## src/sv/ttc_pkg.sv

```systemverilog
// Shared types and constants of the lidar time-to-collision check.
// Used by the front, back and top-level modules; depends on nothing.
package ttc_pkg;

  // Item operation codes.
  typedef enum logic [1:0] {
    OP_LOAD  = 2'd0,
    OP_CHECK = 2'd1,
    OP_CLEAR = 2'd2,
    OP_NONE  = 2'd3
  } op_e;

  // Threshold register reset value in microseconds.
  localparam logic [15:0] THR_RESET = 16'd5000;

  // Microseconds per second; the 2^15 of the Q1.15 cosine is a shift.
  localparam logic signed [20:0] US_PER_S = 21'sd1000000;
  localparam int unsigned        Q_SHIFT  = 15;

  // Queue depths and the widths of their fill counts.
  localparam int unsigned MID_DEPTH = 4;
  localparam int unsigned MID_CW    = $clog2(MID_DEPTH + 1);
  localparam int unsigned OUT_DEPTH = 4;
  localparam int unsigned OUT_CW    = $clog2(OUT_DEPTH + 1);

  // Classified item from the front, with its table entry already read.
  typedef struct packed {
    op_e                op;
    logic               in_range;
    logic               first;
    logic [15:0]        range_mm;
    logic signed [15:0] speed;
    logic signed [15:0] cosine;
    logic [15:0]        edge_mm;
    logic signed [12:0] angle;
  } item_t;

  // One result beat.
  typedef struct packed {
    logic               beam_hit;
    logic               collided;
    logic signed [12:0] hit_angle;
  } res_t;

endpackage

```

## src/sv/ttc_back.sv

```systemverilog
// Back end: two arithmetic stages for the cross-multiplied time test, then
// the scan and collision state update. Depends on ttc_pkg.
module ttc_back import ttc_pkg::*; (
  input  logic              clk_i,
  input  logic              rst_ni,
  input  logic [15:0]       thr_i,
  input  item_t             item_i,
  input  logic              item_empty_i,
  output logic              item_pop_o,
  input  logic [OUT_CW-1:0] out_count_i,
  output logic              out_push_o,
  output res_t              out_res_o
);

  // Stage A: projected speed and range margin.
  logic               a_valid_q;
  op_e                a_op_q;
  logic               a_in_range_q, a_first_q;
  logic signed [31:0] a_p_q;
  logic signed [16:0] a_n_q;
  logic signed [12:0] a_angle_q;

  // Stage B: both sides of the comparison.
  logic               b_valid_q;
  op_e                b_op_q;
  logic               b_in_range_q, b_first_q;
  logic signed [37:0] b_nm_q;
  logic signed [48:0] b_rhs_q;
  logic               b_p_pos_q, b_p_neg_q, b_n_neg_q, b_n_zero_q;
  logic signed [12:0] b_angle_q;

  logic signed [37:0] nm_d;
  logic signed [48:0] rhs_d;
  logic signed [53:0] lhs_ext, rhs_ext;
  logic               test_hit;

  // Scan and collision state.
  logic               scan_done_q, scan_done_d;
  logic               flag_q, flag_d;
  logic signed [12:0] angle_q, angle_d;
  logic               hit;
  logic               scan_eff;
  logic [OUT_CW+1:0]  in_flight;

  // Issue only when the output queue has room for everything in flight.
  assign in_flight  = (OUT_CW + 2)'(out_count_i) + (OUT_CW + 2)'(a_valid_q)
                    + (OUT_CW + 2)'(b_valid_q);
  assign item_pop_o = !item_empty_i && (in_flight < (OUT_CW + 2)'(OUT_DEPTH));

  always_ff @(posedge clk_i) begin
    a_op_q       <= item_i.op;
    a_in_range_q <= item_i.in_range;
    a_first_q    <= item_i.first;
    a_p_q        <= item_i.speed * item_i.cosine;
    a_n_q        <= $signed({1'b0, item_i.range_mm}) - $signed({1'b0, item_i.edge_mm});
    a_angle_q    <= item_i.angle;
  end

  // Range margin in microsecond units and threshold times projected speed.
  assign nm_d  = 38'(a_n_q) * 38'(US_PER_S);
  assign rhs_d = 49'($signed({1'b0, thr_i})) * 49'(a_p_q);

  always_ff @(posedge clk_i) begin
    b_op_q       <= a_op_q;
    b_in_range_q <= a_in_range_q;
    b_first_q    <= a_first_q;
    b_nm_q       <= nm_d;
    b_rhs_q      <= rhs_d;
    b_p_pos_q    <= (a_p_q > 32'sd0);
    b_p_neg_q    <= a_p_q[31];
    b_n_neg_q    <= a_n_q[16];
    b_n_zero_q   <= (a_n_q == 17'sd0);
    b_angle_q    <= a_angle_q;
  end

  // Time test: the Q1.15 scale enters as a left shift of the margin side.
  assign lhs_ext  = {b_nm_q[37], b_nm_q, Q_SHIFT'(0)};
  assign rhs_ext  = 54'(b_rhs_q);
  assign test_hit = (b_p_pos_q && !b_n_neg_q && (lhs_ext < rhs_ext))
                 || (b_p_neg_q && (b_n_neg_q || b_n_zero_q) && (lhs_ext > rhs_ext));

  // State update of the item leaving stage B.
  always_comb begin
    scan_done_d = scan_done_q;
    flag_d      = flag_q;
    angle_d     = angle_q;
    hit         = 1'b0;
    scan_eff    = scan_done_q && !b_first_q;
    case (b_op_q)
      OP_CHECK: begin
        hit         = !scan_eff && b_in_range_q && test_hit;
        scan_done_d = scan_eff || hit;
        if (hit) begin
          flag_d  = 1'b1;
          angle_d = b_angle_q;
        end
      end
      OP_CLEAR: begin
        flag_d = 1'b0;
      end
      default: begin
        flag_d = flag_q;
      end
    endcase
  end

  always_ff @(posedge clk_i or negedge rst_ni) begin
    if (!rst_ni) begin
      a_valid_q   <= 1'b0;
      b_valid_q   <= 1'b0;
      scan_done_q <= 1'b0;
      flag_q      <= 1'b0;
      angle_q     <= '0;
    end else begin
      a_valid_q <= item_pop_o;
      b_valid_q <= a_valid_q;
      if (b_valid_q) begin
        scan_done_q <= scan_done_d;
        flag_q      <= flag_d;
        angle_q     <= angle_d;
      end
    end
  end

  assign out_push_o          = b_valid_q;
  assign out_res_o.beam_hit  = hit;
  assign out_res_o.collided  = flag_d;
  assign out_res_o.hit_angle = angle_d;

endmodule

```

## config.mk

```make
export PLATFORM = sky130hd
export DESIGN_NAME = ttc_back
export DESIGN_NICKNAME = d
export VERILOG_FILES = /design/src/sv/ttc_pkg.sv /design/src/sv/ttc_back.sv
export SDC_FILE = /design/constraint.sdc
export NUM_CORES = 2
export LEC_CHECK = 0
export BUFFER_PORTS_ARGS = -buffer_cell sky130_fd_sc_hd__buf_2
export CAP_MARGIN = 20
export CORE_MARGIN = 3
export CORE_UTILIZATION = 55
export CTS_CLUSTER_SIZE = 28
export DETAILED_ROUTE_END_ITERATION = 10
export PLACE_DENSITY = 0.82
export SETUP_SLACK_MARGIN = 0.4
export SLEW_MARGIN = 25
export SYNTH_ARGS = -nofsm -noshare
export SYNTH_HDL_FRONTEND = slang
export SYNTH_SLANG_ARGS = --single-unit
```

## constraint.sdc

```tcl
create_clock -name clk_i -period 8.4 [get_ports clk_i]
set_input_delay 0.42 -clock clk_i [delete_from_list [all_inputs] [get_ports clk_i]]
set_output_delay 0.42 -clock clk_i [all_outputs]
set_load 0.02 [all_outputs]
```

Word-level counts from Yosys, hierarchy flattened
Cells that the tools add are included.
{ "totals": {"register_bits": 185, "in_bits": 103, "elab_cells": 55} }
{ "classes": {"add_sub_neg": 3, "n_mul": 3, "order_cmp": 4, "eq_ne": 2, "n_mux": 5, "reduce_logical": 17} }
{ "ops": {"columns": ["op", "count"], "rows": [
  ["greater-than comparator 53 x 49 -> 1 bit", 1],
  ["less-than comparator 53 x 49 -> 1 bit", 1],
  ["multiplier 17 x 32 -> 49 bit", 1],
  ["greater-than comparator 32 x 1 -> 1 bit, second input constant", 1],
  ["multiplier 16 x 16 -> 32 bit", 1],
  ["multiplier 17 x 15 -> 32 bit, second input constant", 1],
  ["2-to-1 mux 13 bit", 2],
  ["logical NOT 17 bit", 1],
  ["subtractor 16 x 16 -> 17 bit", 1],
  ["logical AND 1 bit", 8],
  ["adder 4 x 1 -> 5 bit", 1],
  ["less-than comparator 5 x 3 -> 1 bit, second input constant", 1],
  ["adder 3 x 1 -> 4 bit", 1],
  ["logical NOT 1 bit", 4],
  ["logical OR 1 bit", 3],
  ["equality test 2 x 1 -> 1 bit, second input constant", 1],
  ["equality test 2 bit, second input constant", 1],
  ["2-to-1 mux 1 bit", 2],
  ["one-hot mux 1 bit (2 select lines)", 1],
  ["AND reduction 2 bit", 1]
]} }

Logic depth before layout (Yosys ltp)
{ "depth": {"depth_word": 7, "mapped_depth": 24, "mapped_depth_nobuf": 22} }

Worst setup path before layout
OpenSTA, ideal clock, no wires.
{ "synth_path": {"path_type": "in2reg", "startpoint": "input port thr_i[2]", "endpoint": "register b_rhs_q[48]", "setup_time_ns": 0.143, "t_arrival_ns": 5.984, "required_time_ns": 8.257, "setup_slack_ns": 2.273, "cell_stages": 21, "n_path_buf": 1, "path_cell_list": "clkbuf_1 -> nand2_1 -> fa_1 -> fa_1 -> fa_1 -> inv_1 -> fa_1 -> fa_1 -> inv_1 -> fa_1 -> inv_1 -> ha_1 -> a211oi_2 -> nand2_1 -> nor3_1 -> a211oi_2 -> nor3_4 -> a211oi_4 -> a311oi_2 -> o21a_1 -> o211ai_1"} }
{ "synth_between": {"elab_chain_len": 1} }
{ "synth_rtl": {"columns": ["item", "line", "text"], "rows": [
  ["start: declaration", "ttc_back.sv:6", "input logic [15:0] thr_i,"],
  ["multiplier 17 x 32 -> 49 bit", "ttc_back.sv:61", "assign rhs_d = 49'($signed({1'b0, thr_i})) * 49'(a_p_q);"],
  ["net rhs_d[48]", "ttc_back.sv:33", "logic signed [48:0] rhs_d;"],
  ["end signal: assignment", "ttc_back.sv:68", "b_rhs_q <= rhs_d;"],
  ["end: declaration", "ttc_back.sv:28", "logic signed [48:0] b_rhs_q;"]
]} }
The timed path passes the listed nets, and every way through them passes these cells.
A chain may end at the register's enable or synchronous reset.

Worst setup path after layout
{ "layout_path": {"startpoint": "register a_p_q[14]", "endpoint": "register b_rhs_q[48]"} }
{ "layout_between": {"elab_chain_len": 1} }
{ "layout_rtl": {"columns": ["item", "line", "text"], "rows": [
  ["start: declaration", "ttc_back.sv:19", "logic signed [31:0] a_p_q;"],
  ["start signal: assignment", "ttc_back.sv:54", "a_p_q <= item_i.speed * item_i.cosine;"],
  ["multiplier 17 x 32 -> 49 bit", "ttc_back.sv:61", null],
  ["net rhs_d[48]", "ttc_back.sv:33", null]
]} }
The timed path passes the listed nets, and every way through them passes these cells.

==> results.cfg <==
[placement]
hpwl_mm = 68.5
numPortBuffers = 119
routabilityCongestion = 0.905

[synthesis]
synth-seq-cells = 185
seq_area_frac_synth_pct = 9.88
syn_nets = 5400
synth_cell_types = 75
synth_warnings = 0
synth-edff-count = 0
ys_async_sr_fraction_pct = 9.19
synth-main-ff-cell = dfxtp_1
synthesis.area_sq_mm = 0.0383
avgSynthCellArea_sq_um = 9.39
synth_cells = 4081

[min_path]
holdPathStages = 1
hold_end = a_first_q
holdCritStartpoint = item_i[77]
min_path_type = in -> reg

[timing]
post-route-period-util_pct = 84.2
setup_viol = 0
slew_headroom_pct = 34.7
tns_ns = 0
max_clock_freq_ghz = 0.141
slew_violations = 0
rsz0062_at_grt = false
fin_skew_ns = 0.0143
hold_violations = 0
fin_crit_ns = 7.07
max_slew.worst_pin.slew_ns = 0.978

[global_routing]
antenna_found_initial = 6
overflow = 0
grt_max_degree = 33
grt_usage_pct = 24.6
grt_pass1_wl_mm = 146
grt_pass1_vias = 30000

[critical_path]
crit_fanout = 17
reg2regPathDepth = 20
r2r_start = a_p_q[14]
r2r-end = b_rhs_q[48]
critPathLaunchType = register
arrival_ns = 7.40
required_ns = 8.73
crit_type = reg -> reg
setup.worst_path.end_class = register
r2r_slack_ns = 1.33

[finish]
n_fill_cell = 5637
drive_gt1_share_pct = 4.76
nNetsFinal = 5423
syn2layout_area_growth_pct = 5.11

[clocking]
insertion_delay_ns = 0.47
clkSinkCount = 185
clk_pin_slew_ns = 0.08
tritoncts = yes
cts_root_buffer = clkbuf_16
clockBufferDepth = 2
cts_htree_levels = 4
cts_resized = 0
cts_buffers = 17

[detailed_routing]
ant_nets = 0
viasPerCell = 5.32
route.detailed.drc = 0
drt_iter0_drc = 1704
first_pass_iters = 6
drt-total-wl_mm = 85.0
routedWlPerCell_um = 16.8
via_count = 26800

[job]
cap_violations = 0

[floorplan]
start_util_pct = 55.7
num_rows = 96
core_sq_mm = 0.0688
ios = 120
die_area_sq_mm = 0.0729
die_h_um = 270
fp.dieW_um = 270

[status]
status = finished clean
==> routing by layer <==
layer  vias up  GRT usage, %  share of wire [%]
met1     13400          30.7                 40
met3       229          6.10                8.5
met5         -             0              0.048
met2      1073          41.9                 48
met4         6          8.19                3.2
li1      12200             -                  -
==> worst max-delay path by stage <==
stage | from | endpoint | slack, ns
final | a_p_q[14] | b_rhs_q[48] | 1.33
after CTS | a_p_q[9] | b_rhs_q[41] | 1.42
after detailed placement | thr_i[2] | b_rhs_q[48] | 1.29
after global routing | a_p_q[9] | b_rhs_q[41] | 1.07
after global placement | thr_i[2] | b_rhs_q[48] | 1.47
after floorplan | thr_i[2] | b_rhs_q[48] | 2.27
==> flip-flops by register name, summed over array words and instances, names as in the netlist, 13 cells and up <==
signal	cells
b_nm_q	32
b_angle_q	13
b_rhs_q	49
a_angle_q	13
a_n_q	17
angle_q	13
a_p_q	32
==> kinds of logic (layout without fill, tap and decap cells) <==
kind of cell / Yosys count / count (layout) / synth area share (%)
adders and majority gates: 1216 / 1216 / 55.9
buffers and inverters: 1181 / 1217 / 11.6
xor gates and xnor gates: 115 / 115 / 2.63
DFF: 185 / 185 / 9.88
other: 0 / 2 / 0
muxes: 30 / 30 / 0.969
and+or+nand+nor: 1044 / 1044 / 13.5
AOI/OAI and AO/OA: 310 / 310 / 5.49
==> what timing repair did <==
| item | in CTS | in global routing |
|---|---|---|
| endpoints found under the hold margin | 17 | 0 |
| setup buffers | 0 | 0 |
| hold buffers | 1 | 0 |
==> critical path: stages, from the launching register on <==
cell and delay (ns):
dfxtp_1 0.95, nand2_1 0.21, fa_1 0.57, fa_1 0.52, fa_1 0.52, inv_1 0.06
fa_1 0.44, fa_1 0.52, inv_1 0.05, fa_1 0.47, inv_1 0.04, ha_1 0.35
a211oi_1 0.24, o21bai_1 0.17, nor3_1 0.27, a211oi_2 0.17, nor3_4 0.35, a211oi_4 0.14
a311oi_2 0.51, o21a_1 0.24, o211ai_1 0.11
==> cell usage in the layout, fill, tap and decap left out, types with 89 or more instances in the layout <==
master	n
a21oi_1	89
and2_1	366
buf_2	119
dfxtp_1	168
fa_1	826
ha_1	390
inv_1	1062
nand2_1	447
nor2_1	92
xnor2_1	90
==> Yosys cell counts, drive strengths merged, types with 23 or more instances <==
cell type,number,area [sq um]
nand2,447,1680
xor2,25,219
nand3,23,115
mux2,27,342
and2,366,2290
a21o,54,405
clkbuf,115,432
o21ai,59,307
inv,1062,3990
nor2,92,345
fa,826,16500
dfxtp,168,3360
a21oi,90,454
ha,390,4880
xnor2,90,788
==> cell type report <==
class                   count  area, sq um  share of cell area, %
repair buffers            123          628                   1.56
flip-flops and latches    185         3790                   9.40
well taps                 931         1160                   2.89
multi-input cells        2715        30100                   74.7
inverters                1062         3990                   9.89
clock buffers              17          425                   1.06
clock inverters            15          213                  0.528
diodes                      2         5.00                 0.0124
==> metrics by stage <==
step                      area (sq um)  setup WS [ns]  instances  hold WS (ns)  util, %
final                            40300           1.33       5050        0.0409     58.5
after global routing             40300           1.07       5048        0.0192     58.5
after CTS                        40300           1.42       5048        0.0138     58.5
after detailed placement         39600           1.29       5015         0.313     57.6
after global placement           39600           1.47       5015         0.310     57.6
after floorplan                  38300           2.27       4081         0.124        -
Power is left out: the tool's default activity adds up to more than one toggle a clock period on the data nets, which glitch-free logic cannot reach.
