### src/sv/ttc_fifo.sv
// Small synchronous queue built from registers, used between the stages.
// Depends on nothing; the owner keeps push away from a full queue.
module ttc_fifo #(
  parameter int unsigned WIDTH = 8,
  parameter int unsigned DEPTH = 4
) (
  input  logic                         clk_i,
  input  logic                         rst_ni,
  input  logic                         push_i,
  input  logic [WIDTH-1:0]             wdata_i,
  input  logic                         pop_i,
  output logic [WIDTH-1:0]             rdata_o,
  output logic                         empty_o,
  output logic [$clog2(DEPTH+1)-1:0]   count_o
);

  localparam int unsigned PW = (DEPTH > 1) ? $clog2(DEPTH) : 1;
  localparam int unsigned CW = $clog2(DEPTH + 1);

  logic [WIDTH-1:0] mem_q [DEPTH];
  logic [PW-1:0]    wr_ptr_q, wr_ptr_d;
  logic [PW-1:0]    rd_ptr_q, rd_ptr_d;
  logic [CW-1:0]    cnt_q, cnt_d;

  // Pointer advance with wrap at the queue depth.
  always_comb begin
    wr_ptr_d = wr_ptr_q;
    rd_ptr_d = rd_ptr_q;
    cnt_d    = cnt_q;
    if (push_i) begin
      wr_ptr_d = (wr_ptr_q == PW'(DEPTH - 1)) ? '0 : wr_ptr_q + 1'b1;
    end
    if (pop_i) begin
      rd_ptr_d = (rd_ptr_q == PW'(DEPTH - 1)) ? '0 : rd_ptr_q + 1'b1;
    end
    if (push_i && !pop_i) begin
      cnt_d = cnt_q + 1'b1;
    end else if (!push_i && pop_i) begin
      cnt_d = cnt_q - 1'b1;
    end
  end

  always_ff @(posedge clk_i or negedge rst_ni) begin
    if (!rst_ni) begin
      wr_ptr_q <= '0;
      rd_ptr_q <= '0;
      cnt_q    <= '0;
    end else begin
      wr_ptr_q <= wr_ptr_d;
      rd_ptr_q <= rd_ptr_d;
      cnt_q    <= cnt_d;
    end
  end

  // Entry storage holds payload only.
  always_ff @(posedge clk_i) begin
    if (push_i) begin
      mem_q[wr_ptr_q] <= wdata_i;
    end
  end

  assign rdata_o = mem_q[rd_ptr_q];
  assign empty_o = (cnt_q == '0);
  assign count_o = cnt_q;

endmodule

### config.mk
export PLATFORM = sky130hd
export DESIGN_NAME = ttc_fifo
export DESIGN_NICKNAME = d
export VERILOG_FILES = /design/src/sv/ttc_fifo.sv
export SDC_FILE = /design/constraint.sdc
export NUM_CORES = 1
export LEC_CHECK = 0
export ABC_AREA = 0
export BUFFER_PORTS_ARGS = -buffer_cell sky130_fd_sc_hd__buf_4
export CELL_PAD_IN_SITES_DETAIL_PLACEMENT = 0
export CELL_PAD_IN_SITES_GLOBAL_PLACEMENT = 2
export CORE_MARGIN = 10
export CORE_UTILIZATION = 40
export DETAILED_ROUTE_END_ITERATION = 8
export PLACE_DENSITY = 0.75
export SLEW_MARGIN = 20
export SYNTH_ARGS = -nofsm -noshare
export SYNTH_HDL_FRONTEND = slang
export SYNTH_SLANG_ARGS = --single-unit
### constraint.sdc
create_clock -name clk_i -period 2.8 [get_ports clk_i]
set_clock_uncertainty 0.1 [all_clocks]
set_input_delay 0.14 -clock clk_i [delete_from_list [all_inputs] [get_ports clk_i]]
set_output_delay 0.14 -clock clk_i [all_outputs]
set_load 0.1 [all_outputs]
* After elaboration in Yosys (flattened, before gate mapping)
Memory sizes are Yosys's and may differ from the RTL's. Cells that the tools add are included.
Storage, ports and cells: memory bits (writable) 32, memories 1, latch bits 0, logic and storage cells 22, register bits after elaboration 7, memory bits (read-only) 0, output and inout port bits 12
Operators by class: muxes and demuxes 6, shifts and indexed selects 0, divide/modulo/power cells 0, bitwise logic cells 0, multiply operators 0, $add $sub $neg 4, order comparisons 0, reductions and logical operators 6, equality and inequality tests 2
Memories:
- mem_q | words 4, bits a word 8, rd ports 1, clocked after Yosys merged registers in 0, write ports 1, line 20 | logic [WIDTH-1:0] mem_q [DEPTH];
Operators by type and width (number):
- $mux 3 | 2
- $add 2x1->2 const B | 2
- $eq 2x2->1 const B | 2
- $mux 2 | 2
- $add 3x1->3 const B | 1
- $logic_not 3->1 | 1
- $sub 3x1->3 const B | 1
- $logic_and 1x1->1 | 2
- $logic_not 1->1 | 2
- $mux 1 | 2
- $reduce_bool 2->1 | 1

* Depth between registers and ports, before layout
Gate-level depths: netlist of the first run.
word-level depth 4, mapped depth 7, mapped depth without buffers 7

* Worst setup path after synthesis of the first run
OpenSTA, ideal clock, no wires.
path type register -> output, from reg cnt_q[0] (netlist: count_o[0]), to out empty_o, cell stages (with the launch flop) 2, data arrival time 2.995 ns, setup slack -0.435 ns, data required time 2.560 ns, path buffers 0, path through dfrtp_1 > nor3_1
On the way: longest elaborated chain between the ends 1
RTL lines:
- start: declaration | line 23 | logic [CW-1:0] cnt_q, cnt_d;
- start signal: assignment | line 51 | cnt_q <= cnt_d;
- $logic_not 3->1 | line 63 | assign empty_o = (cnt_q == '0);
- end: declaration | line 13 | output logic empty_o,
No other way between the ends.

* Worst setup path after layout of the first run
from reg rd_ptr_q[0], to out rdata_o[2]
On the way: longest elaborated chain between the ends 1
RTL lines:
- start: declaration | line 22 | logic [PW-1:0] rd_ptr_q, rd_ptr_d;
- start signal: assignment | line 50 | rd_ptr_q <= rd_ptr_d;
- $mem_v2 4x8
- end: declaration | line 12 | output logic [WIDTH-1:0] rdata_o,
No other way between the ends.

==> flow_metrics.env, run 1 <==
export IMPL_status="finished, final reports clean"
export IMPL_fillers=298
export IMPL_cts_root_buf="clkbuf_8"
export IMPL_worst_path_buf_inv=1
export IMPL_worstSetupStartpointType="register"
export IMPL_cts_buffers=5
export IMPL_io_buffers=23
export IMPL_mostFrequentLayoutCells="edfxtp_1 (32), buf_4 (23), dlygate4sd3_1 (10), mux4_2 (8), dfrtp_1 (7)"
export IMPL_cts_sinks=39
export IMPL_path_cells="mux4_2 -> buf_4"
export IMPL_globalRouteOverflowTotal=0
export IMPL_worst_pin_slew_ns=0.5615
export IMPL_critical_path_max_stage_delay_ns=0.70
export IMPL_slew_viol_final=0
export IMPL_cts_tree="yes"
export IMPL_r2r_cells=3
export IMPL_via_count=770
export IMPL_crit_fanout=11
export IMPL_ctsResizeCount=0
export IMPL_grt_use_total=0.09093
export IMPL_holdPathStages=2
export IMPL_critPathSlowestCell="dfrtp_1"
export IMPL_cp_arrival_ns=1.82
export IMPL_insertion_delay_ns=0.29
export IMPL_wl_per_cell_um=16.26
export IMPL_coreArea_mm2=0.003716
export IMPL_yosysTopAreaCell="edfxtp_1"
export IMPL_grt_max_degree=13
export IMPL_hold_end="rd_ptr_q[0]"
export IMPL_r2r_end="mem_q[0][6]"
export IMPL_timing_final_hold_violations=0
export IMPL_synth_distinct_cells=17
export IMPL_synth_top_area_share=0.6149
export IMPL_dieHeight_um=82.51
export IMPL_ioPinCount=24
export IMPL_vias_per_cell=4.667
export IMPL_r2r_start="wr_ptr_q[0]"
export IMPL_placementRows=22
export IMPL_min_period_ns=2.059
export IMPL_synthCells=78
export IMPL_die_area_mm2=0.006807
export IMPL_drive_above_1_share=0.3590
export IMPL_die_width_um=82.51
export IMPL_syn_num_nets=97
export IMPL_antenna_found_initial=0
export IMPL_wl_mm=2.683
export IMPL_layout_commonest_cell="edfxtp_1"
export IMPL_grt_setup_unrepaired="no"
export IMPL_diodes=0
export IMPL_worstHoldStart="pop_i"
export IMPL_r2r_setup_slack_ns=1.26
export IMPL_period_share=0.7354
export IMPL_ctsHtreeMaxLevel=2
export IMPL_timing_fmax_mhz=485.6
export IMPL_final_util=0.5428
export IMPL_relSlewSlack=0.6257
export IMPL_tns_ns=0
export IMPL_post_cts_buffers=0
export IMPL_grt_pass1_wl_mm=4.443
export IMPL_grt_pass1_vias=848
export IMPL_hp_class="in -> reg"
export IMPL_drt_iter0_drc=51
export IMPL_ant_nets=0
export IMPL_yosysSeqAreaShare=0.7270
export IMPL_num_nets_final=135
export IMPL_syn_to_final_growth_pct=29.06
export IMPL_critPathKind="reg -> out"
export IMPL_synth_cell_area_mm2=0.001563
export IMPL_cap_violations=0
export IMPL_ys_ff_latch=39
export IMPL_synth_warnings=0
export IMPL_first_pass_iters=4
export IMPL_synth_area_leaders="edfxtp_1 (61%), mux4_2 (12%), dfrtp_1 (11%), ha_1 (4.8%), mux2_2 (2.2%)"
export IMPL_finalSetupViolations=0
export IMPL_place_congestion=0.6746
export IMPL_critPathRequiredTime_ns=2.56
export IMPL_drcViolationCount=0
export IMPL_crit_family="flip-flops"
export IMPL_critPathCaptureType="primary output"
export IMPL_clk_pin_slew_worst_paths_ns=0.07
export IMPL_clock_path_buffers=2
export IMPL_start_util=0.4205
export IMPL_avgSynthCellArea_um2=20.04
## kinds of logic (layout without fill, tap and decap cells)
family                     Yosys count  after routing  share of synthesized area
buffers and inverters                7             46                    0.02242
AOI/OAI and AO/OA                    2              2                   0.006405
muxes                               11             11                     0.1369
xor gates and xnor gates             3              3                    0.01682
DFF                                 39             39                     0.7270
adders and majority gates            7              7                    0.06085
and+or+nand+nor                      9              9                    0.02961
## through the flow
| stage | area (um^2) | setup slack [ns] | hold WS, ns | std cells |
|---|---|---|---|---|
| final | 2017 | 0.7409 | 0.01712 | 165 |
| after global routing | 2017 | 0.5929 | 0.01219 | 165 |
| after CTS | 2017 | 0.6787 | 0.01119 | 165 |
| after detailed placement | 1784 | 1.002 | -0.1398 | 147 |
| after global placement | 1784 | 0.9972 | -0.1389 | 147 |
| after floorplan | 1568 | 0.4133 | -0.2556 | 78 |
## how the worst max path moves through the flow
stage	startpoint	endpoint	slack, ns	depth (start not counted)
floorplan	count_o[0]	empty_o	0.41	1
global placement	rd_ptr_q[0]	rdata_o[4]	1.0	2
detailed placement	rd_ptr_q[0]	rdata_o[4]	1.00	2
CTS	rd_ptr_q[0]	rdata_o[4]	0.68	2
global route	rd_ptr_q[0]	rdata_o[3]	0.59	2
finish	rd_ptr_q[0]	rdata_o[2]	0.74	2
## final cells by class
| type | count | area (um^2) | area share |
|---|---|---|---|
| clock buffers | 6 | 72.57 | 0.03598 |
| clock inverters | 2 | 60.06 | 0.02978 |
| inverters | 5 | 18.77 | 0.009305 |
| multi-input cells | 32 | 396.6 | 0.1967 |
| flip-flops and latches | 39 | 1136 | 0.5633 |
| well taps | 48 | 60.06 | 0.02978 |
| repair buffers | 33 | 272.8 | 0.1352 |
## sequential cells by signal, summed over array words and instances (netlist names)
signal,cells
rd_ptr_q,2
count_o,3
mem_q,32
wr_ptr_q,2
## synthesized netlist by cell type
cell,count
edfxtp_1,32
mux4_2,8
dfrtp_1,7
ha_1,6
inv_1,5
and2_1,4
mux2_2,3
nor2_1,2
o21ai_0,2
xor2_1,2
buf_2,1
buf_6,1
fa_1,1
nand2_1,1
nand3_1,1
nor3_1,1
xnor2_1,1
## timing repair
item                       in CTS  in global routing
hold endpoints to repair       41                  0
hold buffers                   10                  0
setup endpoints to repair       0                  0
## metal layers
metal / wire length [um] / track usage
met5: 0 / 0
met4: 36 / 0.04013
met3: 170 / 0.04212
met2: 1334 / 0.1407
met1: 1142 / 0.1065
Power of run 1 is left out: the tool's default activity adds up to more than one toggle a clock period on the data nets, which glitch-free logic cannot reach.
==> run 2, diff against run 1 <==
--- a/config.mk
+++ b/config.mk
@@ -10,9 +10,9 @@
 export CELL_PAD_IN_SITES_DETAIL_PLACEMENT = 0
 export CELL_PAD_IN_SITES_GLOBAL_PLACEMENT = 2
 export CORE_MARGIN = 10
-export CORE_UTILIZATION = 40
+export CORE_UTILIZATION = 37
 export DETAILED_ROUTE_END_ITERATION = 8
-export PLACE_DENSITY = 0.75
+export PLACE_DENSITY = 0.73
 export SLEW_MARGIN = 20
 export SYNTH_ARGS = -nofsm -noshare
 export SYNTH_HDL_FRONTEND = slang
==> constraint.sdc (replaced) <==
create_clock -name clk_i -period 1.8 [get_ports clk_i]
set_clock_uncertainty 0.1 [all_clocks]
set_input_delay 0.09 -clock clk_i [delete_from_list [all_inputs] [get_ports clk_i]]
set_output_delay 0.09 -clock clk_i [all_outputs]
set_load 0.1 [all_outputs]
==> flow_metrics.env, run 2 (synthesized netlist as in run 1, its figures left out) <==
export IMPL_status="finished, final reports clean"
export IMPL_grt_max_degree=14
export IMPL_finalSetupViolations=0
export IMPL_wl_per_cell_um=15.94
export IMPL_final_setup_worst_slack_ns=0.05079
export IMPL_timing_final_hold_violations=0
export IMPL_io_buffers=23
export IMPL_drt_iter0_drc=53
export IMPL_clock_path_buffers=2
export IMPL_drive_above_1_share=0.4132
export IMPL_grt_use_total=0.07871
export IMPL_critPathRequiredTime_ns=1.61
export IMPL_ant_nets=0
export IMPL_place_congestion=0.6263
export IMPL_timing_fmax_mhz=571.7
export IMPL_critPathKind="reg -> out"
export IMPL_die_width_um=84.99
export IMPL_min_period_ns=1.749
export IMPL_largest_reg_flops=32
export IMPL_coreArea_mm2=0.004058
export IMPL_r2r_setup_slack_ns=0.25
export IMPL_num_nets_final=139
export IMPL_hpwl_mm=1.860
export IMPL_hp_class="in -> async"
export IMPL_period_share=0.9718
export IMPL_mostFrequentLayoutCells="edfxtp_1 (32), buf_4 (17), dlygate4sd3_1 (11), mux4_2 (8), buf_6 (7)"
export IMPL_r2r_cells=3
export IMPL_r2r_start="wr_ptr_q[0]"
export IMPL_ioPinCount=24
export IMPL_placementRows=23
export IMPL_cts_root_buf="clkbuf_8"
export IMPL_whs_ns=0.04973
export IMPL_preCtsSetupSlack_ns=0.2335
export IMPL_worstSetupStartpointType="register"
export IMPL_vias_per_cell=4.737
export IMPL_antenna_found_initial=0
export IMPL_layout_commonest_cell="edfxtp_1"
export IMPL_r2r_end="mem_q[2][3]"
export IMPL_crit_fanout=8
export IMPL_insertion_delay_ns=0.29
export IMPL_cts_buffers=5
export IMPL_cts_sinks=39
export IMPL_ctsHtreeMaxLevel=2
export IMPL_grt_pass1_wl_mm=4.381
export IMPL_cap_violations=0
export IMPL_top_register="mem_q"
export IMPL_relSlewSlack=0.6805
export IMPL_globalRouteOverflowTotal=0
export IMPL_worst_pin_slew_ns=0.4793
export IMPL_start_util=0.3851
export IMPL_wl_mm=2.725
export IMPL_slew_viol_final=0
export IMPL_via_count=810
export IMPL_syn_to_final_growth_pct=33.87
export IMPL_cts_tree="yes"
export IMPL_cp_arrival_ns=1.56
export IMPL_drcViolationCount=0
export IMPL_first_pass_iters=3
export IMPL_grt_setup_unrepaired="yes"
export IMPL_critPathCaptureType="primary output"
export IMPL_grt_pass1_vias=862
export IMPL_diodes=0
export IMPL_clk_pin_slew_worst_paths_ns=0.08
export IMPL_die_area_mm2=0.007223
export IMPL_dieHeight_um=84.99
run 2: cell count changes in the layout (fill, tap and decap cells not counted), sizes merged:
cell and delta:
buf +3, bufinv -1, clkbuf -1, clkinv +2, dlygate4sd3 +1
run 2: layer usage:
| metal | wire [um] | vias up | GRT usage |
|---|---|---|---|
| met4 | 46 | 0 | 0.03593 |
| met5 | 0 | - | 0 |
| met2 | 1399 | 16 | 0.1240 |
| met1 | 1126 | 408 | 0.08658 |
| li1 | - | 379 | - |
| met3 | 152 | 7 | 0.04015 |
run 2: final cells by class:
class	instances	area, um^2
tap	50	62.56
sequential	39	1139
multi-input combinational	32	407.9
fill	339	1966
clock buffer	5	68.82
clock inverter	3	43.79
inverter	5	18.77
timing repair buffer	37	351.6
run 2: repair_timing:
item	in CTS	in global routing
endpoints found under the hold margin	43	0
setup buffers	1	0
gates resized for setup	2	9
setup endpoints to repair	8	9
hold buffers	11	0
pin swaps	0	1
run 2: metrics by stage:
step / utilization / cell area (um^2) / setup TNS, ns / cells
floorplan: - / 1577 / -0.09506 / 78
global placement: 0.4493 / 1823 / 0 / 151
detailed placement: 0.4493 / 1823 / 0 / 151
CTS: 0.5079 / 2061 / 0 / 171
global route: 0.5156 / 2092 / -0.06095 / 171
finish: 0.5156 / 2092 / 0 / 171
run 2: worst max-delay path by stage:
stage	startpoint	endpoint
3_5_place_dp	wr_ptr_q[0]	mem_q[2][6]
6_report	rd_ptr_q[0]	rdata_o[2]
2_1_floorplan	count_o[2]	empty_o
3_3_place_gp	wr_ptr_q[0]	mem_q[2][6]
4_1_cts	rd_ptr_q[0]	rdata_o[6]
5_1_grt	rd_ptr_q[0]	rdata_o[2]
run 2: critical path, stage by stage (launching register included):
cell and delay, ns:
dfrtp_1 0.39, buf_12 0.16, mux4_2 0.51, buf_6 0.20
Power of run 2 is left out for the same reason.
